[src/srs_pkg.sv]
package srs_pkg;

  localparam int CAPACITY_DEF = 64;

  localparam int ACTION_W   = 2;
  localparam int STATUS_W   = 2;
  localparam int SCORE_W    = 32;
  localparam int NAME_W     = 64;
  localparam int NAME_WORDS = 4;
  localparam int RANK_W     = 7;
  // top byte of the last name word is always stored as zero
  localparam int NAME_KEEP_W = 56;

  typedef enum logic [ACTION_W-1:0] {
    ACT_ADD   = 2'd0,
    ACT_READ  = 2'd1,
    ACT_CLEAR = 2'd2,
    ACT_NONE  = 2'd3
  } action_t;

  typedef enum logic [STATUS_W-1:0] {
    ST_OK    = 2'd0,
    ST_FULL  = 2'd1,
    ST_EMPTY = 2'd2
  } status_t;

  typedef logic [NAME_WORDS-1:0][NAME_W-1:0] name_blk_t;

  typedef struct packed {
    action_t                    action;
    logic signed [SCORE_W-1:0]  score;
    logic [NAME_W-1:0]          name_word0;
    logic [NAME_W-1:0]          name_word1;
    logic [NAME_W-1:0]          name_word2;
    logic [NAME_W-1:0]          name_word3;
  } in_item_t;

  typedef struct packed {
    status_t                    status;
    logic [RANK_W-1:0]          rank;
    logic signed [SCORE_W-1:0]  entry_score;
    logic [NAME_W-1:0]          entry_name0;
    logic [NAME_W-1:0]          entry_name1;
    logic [NAME_W-1:0]          entry_name2;
    logic [NAME_W-1:0]          entry_name3;
    logic                       last;
  } out_item_t;

  typedef struct packed {
    logic entry_we;
    logic tag_we;
  } store_ctl_t;

  typedef struct packed {
    logic load;
    logic acc;
  } rank_ctl_t;

endpackage

[src/srs_rank.sv]
module srs_rank #(
  parameter  int CAPACITY = srs_pkg::CAPACITY_DEF,
  localparam int IDX_W    = (CAPACITY > 1) ? $clog2(CAPACITY) : 1,
  localparam int CNT_W    = $clog2(CAPACITY + 1)
) (
  input  logic                               clk,
  input  srs_pkg::rank_ctl_t                 ctl,
  input  logic [IDX_W-1:0]                   front,
  input  logic signed [srs_pkg::SCORE_W-1:0] entry_score,
  input  logic [IDX_W-1:0]                   entry_tag,
  output logic [CNT_W-1:0]                   rank
);

  logic signed [srs_pkg::SCORE_W-1:0] ref_score_r;
  logic [IDX_W-1:0]                   ref_pos_r;
  logic [CNT_W-1:0]                   cnt_r;
  logic [IDX_W-1:0]                   entry_pos;
  logic                               beats;

  // list position relative to the current front, wraps cleanly
  assign entry_pos = entry_tag - front;

  // ties go to the entry further back in the list
  assign beats = (entry_score > ref_score_r) ||
                 ((entry_score == ref_score_r) && (entry_pos > ref_pos_r));

  always_ff @(posedge clk) begin
    if (ctl.load) begin
      ref_score_r <= entry_score;
      ref_pos_r   <= entry_pos;
      cnt_r       <= '0;
    end else if (ctl.acc && beats) begin
      cnt_r <= cnt_r + 1'b1;
    end
  end

  assign rank = cnt_r;

endmodule

[config.mk]
export PLATFORM = sky130hd
export DESIGN_NAME = srs_rank
export DESIGN_NICKNAME = d
export VERILOG_FILES = /design/src/srs_pkg.sv /design/src/srs_rank.sv
export SDC_FILE = /design/constraint.sdc
export NUM_CORES = 1
export LEC_CHECK = 0
export BUFFER_PORTS_ARGS = -buffer_cell sky130_fd_sc_hd__buf_2
export CORE_AREA = 2 2 74 76
export CTS_CLUSTER_SIZE = 12
export DETAILED_ROUTE_END_ITERATION = 7
export DIE_AREA = 0 0 76 78
export PLACE_DENSITY = 0.84
export SYNTH_ARGS = -nofsm -noshare
export SYNTH_HDL_FRONTEND = slang
export SYNTH_SLANG_ARGS = --single-unit
[constraint.sdc]
create_clock -name clk -period 7.71 [get_ports clk]
set_input_delay 1.9275 -clock clk [delete_from_list [all_inputs] [get_ports clk]]
set_output_delay 1.9275 -clock clk [all_outputs]
set_load 0.005 [all_outputs]
### Word-level counts from Yosys, hierarchy flattened

Cells that the tools add are included.

| storage, ports and cells | value |
|---|---|
| bits in registers | 45 |
| input port bits | 47 |
| logic and storage cells | 11 |
| output and inout bits | 7 |

| operators by class | value |
|---|---|
| equal/unequal tests | 1 |
| $lt $le $gt $ge | 2 |
| add/sub/neg operators | 2 |
| reductions and logical operators | 3 |

Operator list:

| operator | count |
|---|---|
| $eq 32x32->1 | 1 |
| $gt 32x32->1 | 1 |
| $add 7x1->7 const B | 1 |
| $gt 6x6->1 | 1 |
| $sub 6x6->6 | 1 |
| $logic_and 1x1->1 | 2 |
| $logic_or 1x1->1 | 1 |

### Longest topological paths before layout

Gate-level depths: netlist of run 1.

| logic depth | value |
|---|---|
| word-level depth | 5 |
| mapped depth | 16 |
| depth with buffers taken out | 16 |

### Least setup slack after synthesis of run 1

No wires, ideal clock.

| timing | value |
|---|---|
| path kind | in2reg |
| start | input front[1] |
| end | register cnt_r[3], in the netlist rank[3] |
| required time | 7640 ps |
| cell stages on the path | 15 |
| setup time | 70 ps |
| path slack | 3177 ps |
| path buffers | 0 |
| arrival time | 4463 ps |
| path through | inv_1 ha_1 a21o_1 a21oi_1 o21bai_1 a21oi_1 xnor2_1 ha_1 and4_1 nand3_1 o2111ai_1 o22ai_2 nor2_8 or3_1 a21oi_1 |

| between the ends | value |
|---|---|
| word-level cells in the longest chain between the ends | 5 |

RTL lines:

| element | RTL line | source |
|---|---|---|
| start: declaration | srs_rank.sv:8 | `input logic [IDX_W-1:0] front,` |
| $sub 6x6->6 | srs_rank.sv:21 | `assign entry_pos = entry_tag - front;` |
| named net entry_pos[5] | srs_rank.sv:17 | `logic [IDX_W-1:0] entry_pos;` |
| $gt 6x6->1 | srs_rank.sv:25 | `((entry_score == ref_score_r) && (entry_pos > ref_pos_r));` |
| $logic_and 1x1->1 | srs_rank.sv:25 |  |
| $logic_or 1x1->1 | srs_rank.sv:24 | `assign beats = (entry_score > ref_score_r) \|\|` |
| $logic_and 1x1->1 | srs_rank.sv:32 | `end else if (ctl.acc && beats) begin` |
| end signal: assignment | srs_rank.sv:33 | `cnt_r <= cnt_r + 1'b1;` |
| end: declaration | srs_rank.sv:16 | `logic [CNT_W-1:0] cnt_r;` |

The timed path passes the listed nets, and every way through them passes these cells.
A chain may end at the register's enable or synchronous reset.

### Final worst setup path of run 1

| timing | value |
|---|---|
| start | input front[1] |
| end | register cnt_r[4], in the netlist rank[4] |

The elaborated chain is that of the path after synthesis.

==> metrics.txt, run 1 <==
status finished clean; Vert. Die Dim 78 um; dpl hpwl between 3000 and 4000 um; vias per inst slightly above 5; n_diodes 0; Placement Rows 26; Arr. time, crit path 4.78 ns; power per standard cell area 180 mW/mm^2; final count of negative-setup-slack endpoints 0; Synth Net Count 332; Slew @ Worst Pin 0.984 ns; cells taking the most area after synthesis edfxtp_1, ha_1, inv_1, dfxtp_1, a21oi_1; layout cell share with drive strength beyond 1 21.6%; register area share after synthesis 48.2%; via count of the routed design 1912; chip width roughly 76 um; skew final ~0.0055 ns; Slew HR ~34%; DR WL/cell roughly 13 um; gpl congestion 0.759; worst path required time between 7 and 8 ns; Fillers a little over 400; peak supply drop 113 uV; Root Buffer clkbuf_8; largest net degree at the start of global routing 46; max-slew violation count 0; cell taking the most area after synthesis edfxtp_1; Worst Setup End Kind flip-flop; Crit path max-delay family compound AO/OA/AOI/OAI gates; Max Used Layer met4; CTS Sinks 45; critical path, cell by cell buf_2 -> inv_1 -> ha_1 -> a21o_1 -> a21oi_1 -> o21bai_1 -> a21oi_1 -> xnor2_1 -> ha_1 -> and4_1 -> nand3_1 -> o2111ai_1 -> o22ai_2 -> nor2_8 -> or3_1 -> a21oi_1; ys flop type edfxtp_1; drt pass-1 iters 4; slowest stage cell on the critical path or3_1; area of the multi-input gates 0.00120 mm^2; CTS tree yes; RSZ-0062 raised after global routing no; Clk pwr share about a quarter; sw frac 26.1%; H-tree depth 2; number of global-route vias before repair roughly 1900; clock slew at reported path FFs about 0.080 ns; Bufs and invs on worst path 2; Iter 0 DRT Violations 81; gr ovfl total 0; hold_buf cts 0; HP Start rank[5]$_SDFFE_PP0P_; Max FO, Critical Path 10; Total Wirelength around 4800 um; Internal Power 413 uW; area grow syn2layout 16.7%; fmax ~220 MHz; final hold violation count 0; remaining antenna violation count after routing 0; DRC 0; Clk Latency, worst-skew pair about 0.29 ns; Post-synth EDFFs 38; hold endpoint rank[5]$_SDFFE_PP0P_; Layout Nets 392; I/O Buffers between 50 and 60; ys async rst share 0%; CP startpoint kind primary input; Met3 Wirelength 139 um; Net Sw Power 146 uW; setup bufs post-CTS 0; CP max stage delay about 0.35 ns; Combinational Power Share around a fifth; Tot GR Track Use roughly 17%; Reg2Reg Launch Point ref_score_r[31]$_DFFE_PP_; Ys Warns 0; fin crit share ~59%; Metal-1 WL about 2200 um; critical path class in2reg; FF-to-FF End rank[1]$_SDFFE_PP0P_; Worst Hold Path Cells 2; clock tree buffer depth 2; initial antenna violation count 0; cell mode on critical path a21oi_1; first-pass GRT wire length ~8200 um; Max Cap Violations 0; Starting Density a little over half; area of the core approximately 0.0050 mm^2; Pwr Total between 500 and 600 uW; Register Area between 0.001 and 0.0015 mm^2; synthesized area per cell approximately 11 um^2; flip-flop and latch count after synthesis 45; die area about 0.0059 mm^2; R2R setup slack a little over 5 ns; cells after synthesis 240; boundary pin count 54; worst hold path class reg2reg; Setup TNS 0 ns; Post-Syn Area approximately 0.0027 mm^2; Final Util between 60% and 70%; top cell type's share of synthesized area 42.9%; crit path time final 4.56 ns; PostCTS Resize Cnt 0; sequential power share 52.5%; Synth cell types 39; cts bufs inserted 5; worst reg2reg path depth 11; leak pwr around 0.0015 uW; met2 wire len approximately 2500 um
metal layers:
layer,global-route usage [%],vias up
met2,30.8,34
met4,4.91,0
met3,3.14,5
met5,0,-
li1,-,981
met1,21.4,892
power groups by stage:
stage          Sequential [uW]  Combinational (uW)  Clock [uW]
6_report                   293                 117         148
5_1_grt                    295                 137         161
4_1_cts                    293                 120         153
3_5_place_dp               299                 119           0
3_3_place_gp               298                 111           0
2_1_floorplan              297                76.7           0
cell usage after synthesis (4+ instances only):
library cell and instances:
inv_1 47, ha_1 44, edfxtp_1 38, a21oi_1 20
nand2_1 13, nand3_1 9, dfxtp_1 7, o21ai_0 7
nand4_1 6, nor2_1 6, a21o_1 4, or3_1 4
xnor2_1 4
sequential cells by signal, summed over array words and instances, names as in the netlist:
name         cells
rank             7
ref_pos_r        6
ref_score_r     32
worst min-delay path: stages (launching register included):
cell     delay (ns)
dfxtp_1        0.33
o21ai_0        0.07
a21oi_1        0.06
layout by cell type (no fill, tap or decap), types with 2 or more instances in the layout:
cell	count
clkbuf_1	2
ha_1	44
xor2_1	2
clkbuf_8	6
edfxtp_1	38
o211ai_1	2
dfxtp_1	7
a21oi_1	20
nor2b_1	2
nand4_1	6
nand3_1	9
a21o_1	4
o21ai_0	7
o21a_1	2
xnor2_1	4
inv_1	47
nand2_1	13
nor2_1	6
o21ai_1	2
buf_2	53
or3_1	4
cell families (layout without fill, tap and decap cells):
family | count (synthesis) | in the layout | share of synthesized area [%]
xor gates and xnor gates | 6 | 6 | 1.98
and+or+nand+nor | 50 | 50 | 10.7
adders and majority gates | 45 | 45 | 21.5
AOI/OAI and AO/OA | 46 | 46 | 10.6
muxes | 1 | 1 | 0.376
DFF | 45 | 45 | 48.2
buffers and inverters | 47 | 108 | 6.64
cell type report:
type	instances	share of cell area, %
clock buffer	8	2.90
inverter	47	5.69
multi-input combinational	148	38.7
sequential	45	41.3
tap	70	2.82
timing repair buffer	53	8.55
per-stage QoR:
stage,setup WS (ns),cell area (um^2),instances,hold slack (ns)
after global routing,2.93,3100,371,0.537
after detailed placement,2.82,3010,363,0.494
after floorplan,3.18,2660,240,0.468
final,3.15,3100,371,0.502
after CTS,3.14,3100,371,0.509
after global placement,3.00,3010,363,0.476
worst max-delay path by stage:
stage          slack (ns)  cells past startpoint              endpoint      from
2_1_floorplan        3.18                     15  rank[3]$_SDFFE_PP0P_  front[1]
3_3_place_gp         3.00                     16  rank[6]$_SDFFE_PP0P_  front[1]
3_5_place_dp         2.82                     16  rank[6]$_SDFFE_PP0P_  front[1]
4_1_cts              3.14                     16  rank[4]$_SDFFE_PP0P_  front[1]
5_1_grt              2.93                     16  rank[4]$_SDFFE_PP0P_  front[1]
6_report             3.15                     16  rank[4]$_SDFFE_PP0P_  front[1]
Note: power is estimated with default switching activity, not from simulation.
==> inputs of run 2 (changes only) <==
==> constraint.sdc (replaced) <==
create_clock -name clk -period 4.35 [get_ports clk]
set_input_delay 1.0875 -clock clk [delete_from_list [all_inputs] [get_ports clk]]
set_output_delay 1.0875 -clock clk [all_outputs]
set_load 0.005 [all_outputs]
==> metrics.txt, run 2 (synthesized netlist as in run 1, its figures left out) <==
RSZ-0062 raised after global routing no; boundary pin count 54; setup bufs post-CTS 0; most common cell after layout, fill and taps aside buf_2; Slew HR between 30% and 40%; Layout Nets around 390; via count of the routed design between 1500 and 2000; Setup TNS 0 ns; power per standard cell area 319 mW/mm^2; sw frac roughly 26%; worst path required time around 4.6 ns; initial antenna violation count 0; dpl hpwl 3890 um; Finished Layout Cells 371; Clk pwr share about a quarter; layout cell share with drive strength beyond 1 21.6%; Internal Power between 700 and 800 uW; remaining antenna violation count after routing 0; H-tree depth 2; gpl congestion 0.759; chip width between 70 and 80 um; Root Buffer clkbuf_8; peak supply drop approximately 250 uV; Hold Slack roughly 0.50 ns; Top reg by flops ref_score_r; n_diodes 0; PostCTS Resize Cnt 0; area of the core 0.00504 mm^2; CP startpoint kind primary input; hold_buf cts 0; clock slew at reported path FFs 0.08 ns; fmax 268 MHz; Starting Density between 50% and 60%; Worst Setup End Kind flip-flop; max-slew violation count 0; Placement Rows 26; final count of negative-setup-slack endpoints 0; status finished clean; Total Wirelength between 4000 and 5000 um; vias per inst 5.17; critical path class in2reg; Net Sw Power 257 uW; area grow syn2layout 16.7%; Clk Latency, worst-skew pair around 0.29 ns; I/O Buffers 53; Tot GR Track Use around 17%; largest net degree at the start of global routing 46; sequential power share between 50% and 60%; DR WL/cell roughly 13 um; CTS tree yes; worst hold path class reg2reg; Combinational Power Share a little over a fifth; Largest register FFs 32; crit path time final 3.74 ns; Vert. Die Dim 78 um; Slew @ Worst Pin 0.965 ns; fin crit share 85.9%; Max Cap Violations 0; clock tree buffer depth 2; DRC 0; skew final 0.00393 ns; first-pass GRT wire length approximately 8300 um; Iter 0 DRT Violations 69; leak pwr around 0.0015 uW; CTS Sinks 45; die area 0.00593 mm^2; Arr. time, crit path just under 4 ns; Max FO, Critical Path 10; cts bufs inserted 5; DP Cell Count around 360; number of global-route vias before repair about 2000; gr ovfl total 0; drt pass-1 iters 4; final hold violation count 0; most frequent cells in the layout buf_2, inv_1, ha_1
==> run 2: cell counts in the layout (fill, tap and decap cells not counted) <==
Identical to the previous run, type by type.
==> run 2: through the flow <==
stage	power, uW	utilization (%)	setup WS [ns]	cell area [um^2]
2_1_floorplan	662	-	0.657	2660
4_1_cts	999	61.5	0.603	3100
5_1_grt	1050	61.5	0.336	3100
3_3_place_gp	725	59.7	0.477	3010
6_report	989	61.5	0.614	3100
3_5_place_dp	740	59.7	0.289	3010
==> run 2: cell type report <==
class                      count  area [um^2]
multi-input combinational    148         1200
clock buffer                   8         90.1
sequential                    45         1280
inverter                      47          176
fill                         419         1940
timing repair buffer          53          265
tap                           70         87.6
==> run 2: power groups by stage <==
| stage | logic (uW) | clock network [uW] | registers (uW) |
|---|---|---|---|
| after floorplan | 136 | 0 | 526 |
| after global placement | 197 | 0 | 528 |
| after detailed placement | 210 | 0 | 531 |
| after CTS | 211 | 266 | 521 |
| after global routing | 244 | 282 | 524 |
| final | 208 | 260 | 521 |
==> run 2: worst paths after layout <==
kind	start	cells past startpoint	slack, ns	end
worst max-delay path	front[1]	16	0.61	rank[4]$_SDFFE_PP0P_
worst min-delay path	rank[5]$_SDFFE_PP0P_	2	0.50	rank[5]$_SDFFE_PP0P_
worst max register to register	ref_score_r[31]$_DFFE_PP_	11	1.71	rank[1]$_SDFFE_PP0P_
worst min register to register	rank[5]$_SDFFE_PP0P_	2	0.50	rank[5]$_SDFFE_PP0P_
==> run 2: worst max-delay path: stages <==
cell and delay, ns:
buf_2 0.10, inv_1 0.09, ha_1 0.23, a21o_1 0.17, a21oi_1 0.22, o21bai_1 0.10, a21oi_1 0.20, xnor2_1 0.18
ha_1 0.29, and4_1 0.20, nand3_1 0.07, o2111ai_1 0.12, o22ai_2 0.31, nor2_8 0.08, or3_1 0.34, a21oi_1 0.14
==> run 2: per-layer routing <==
layer	GRT usage [%]	wire [um]	up-vias
met4	3.82	50	0
met2	32.5	2540	30
li1	-	-	977
met3	2.91	117	4
met1	21.0	2140	907
met5	0	0	-
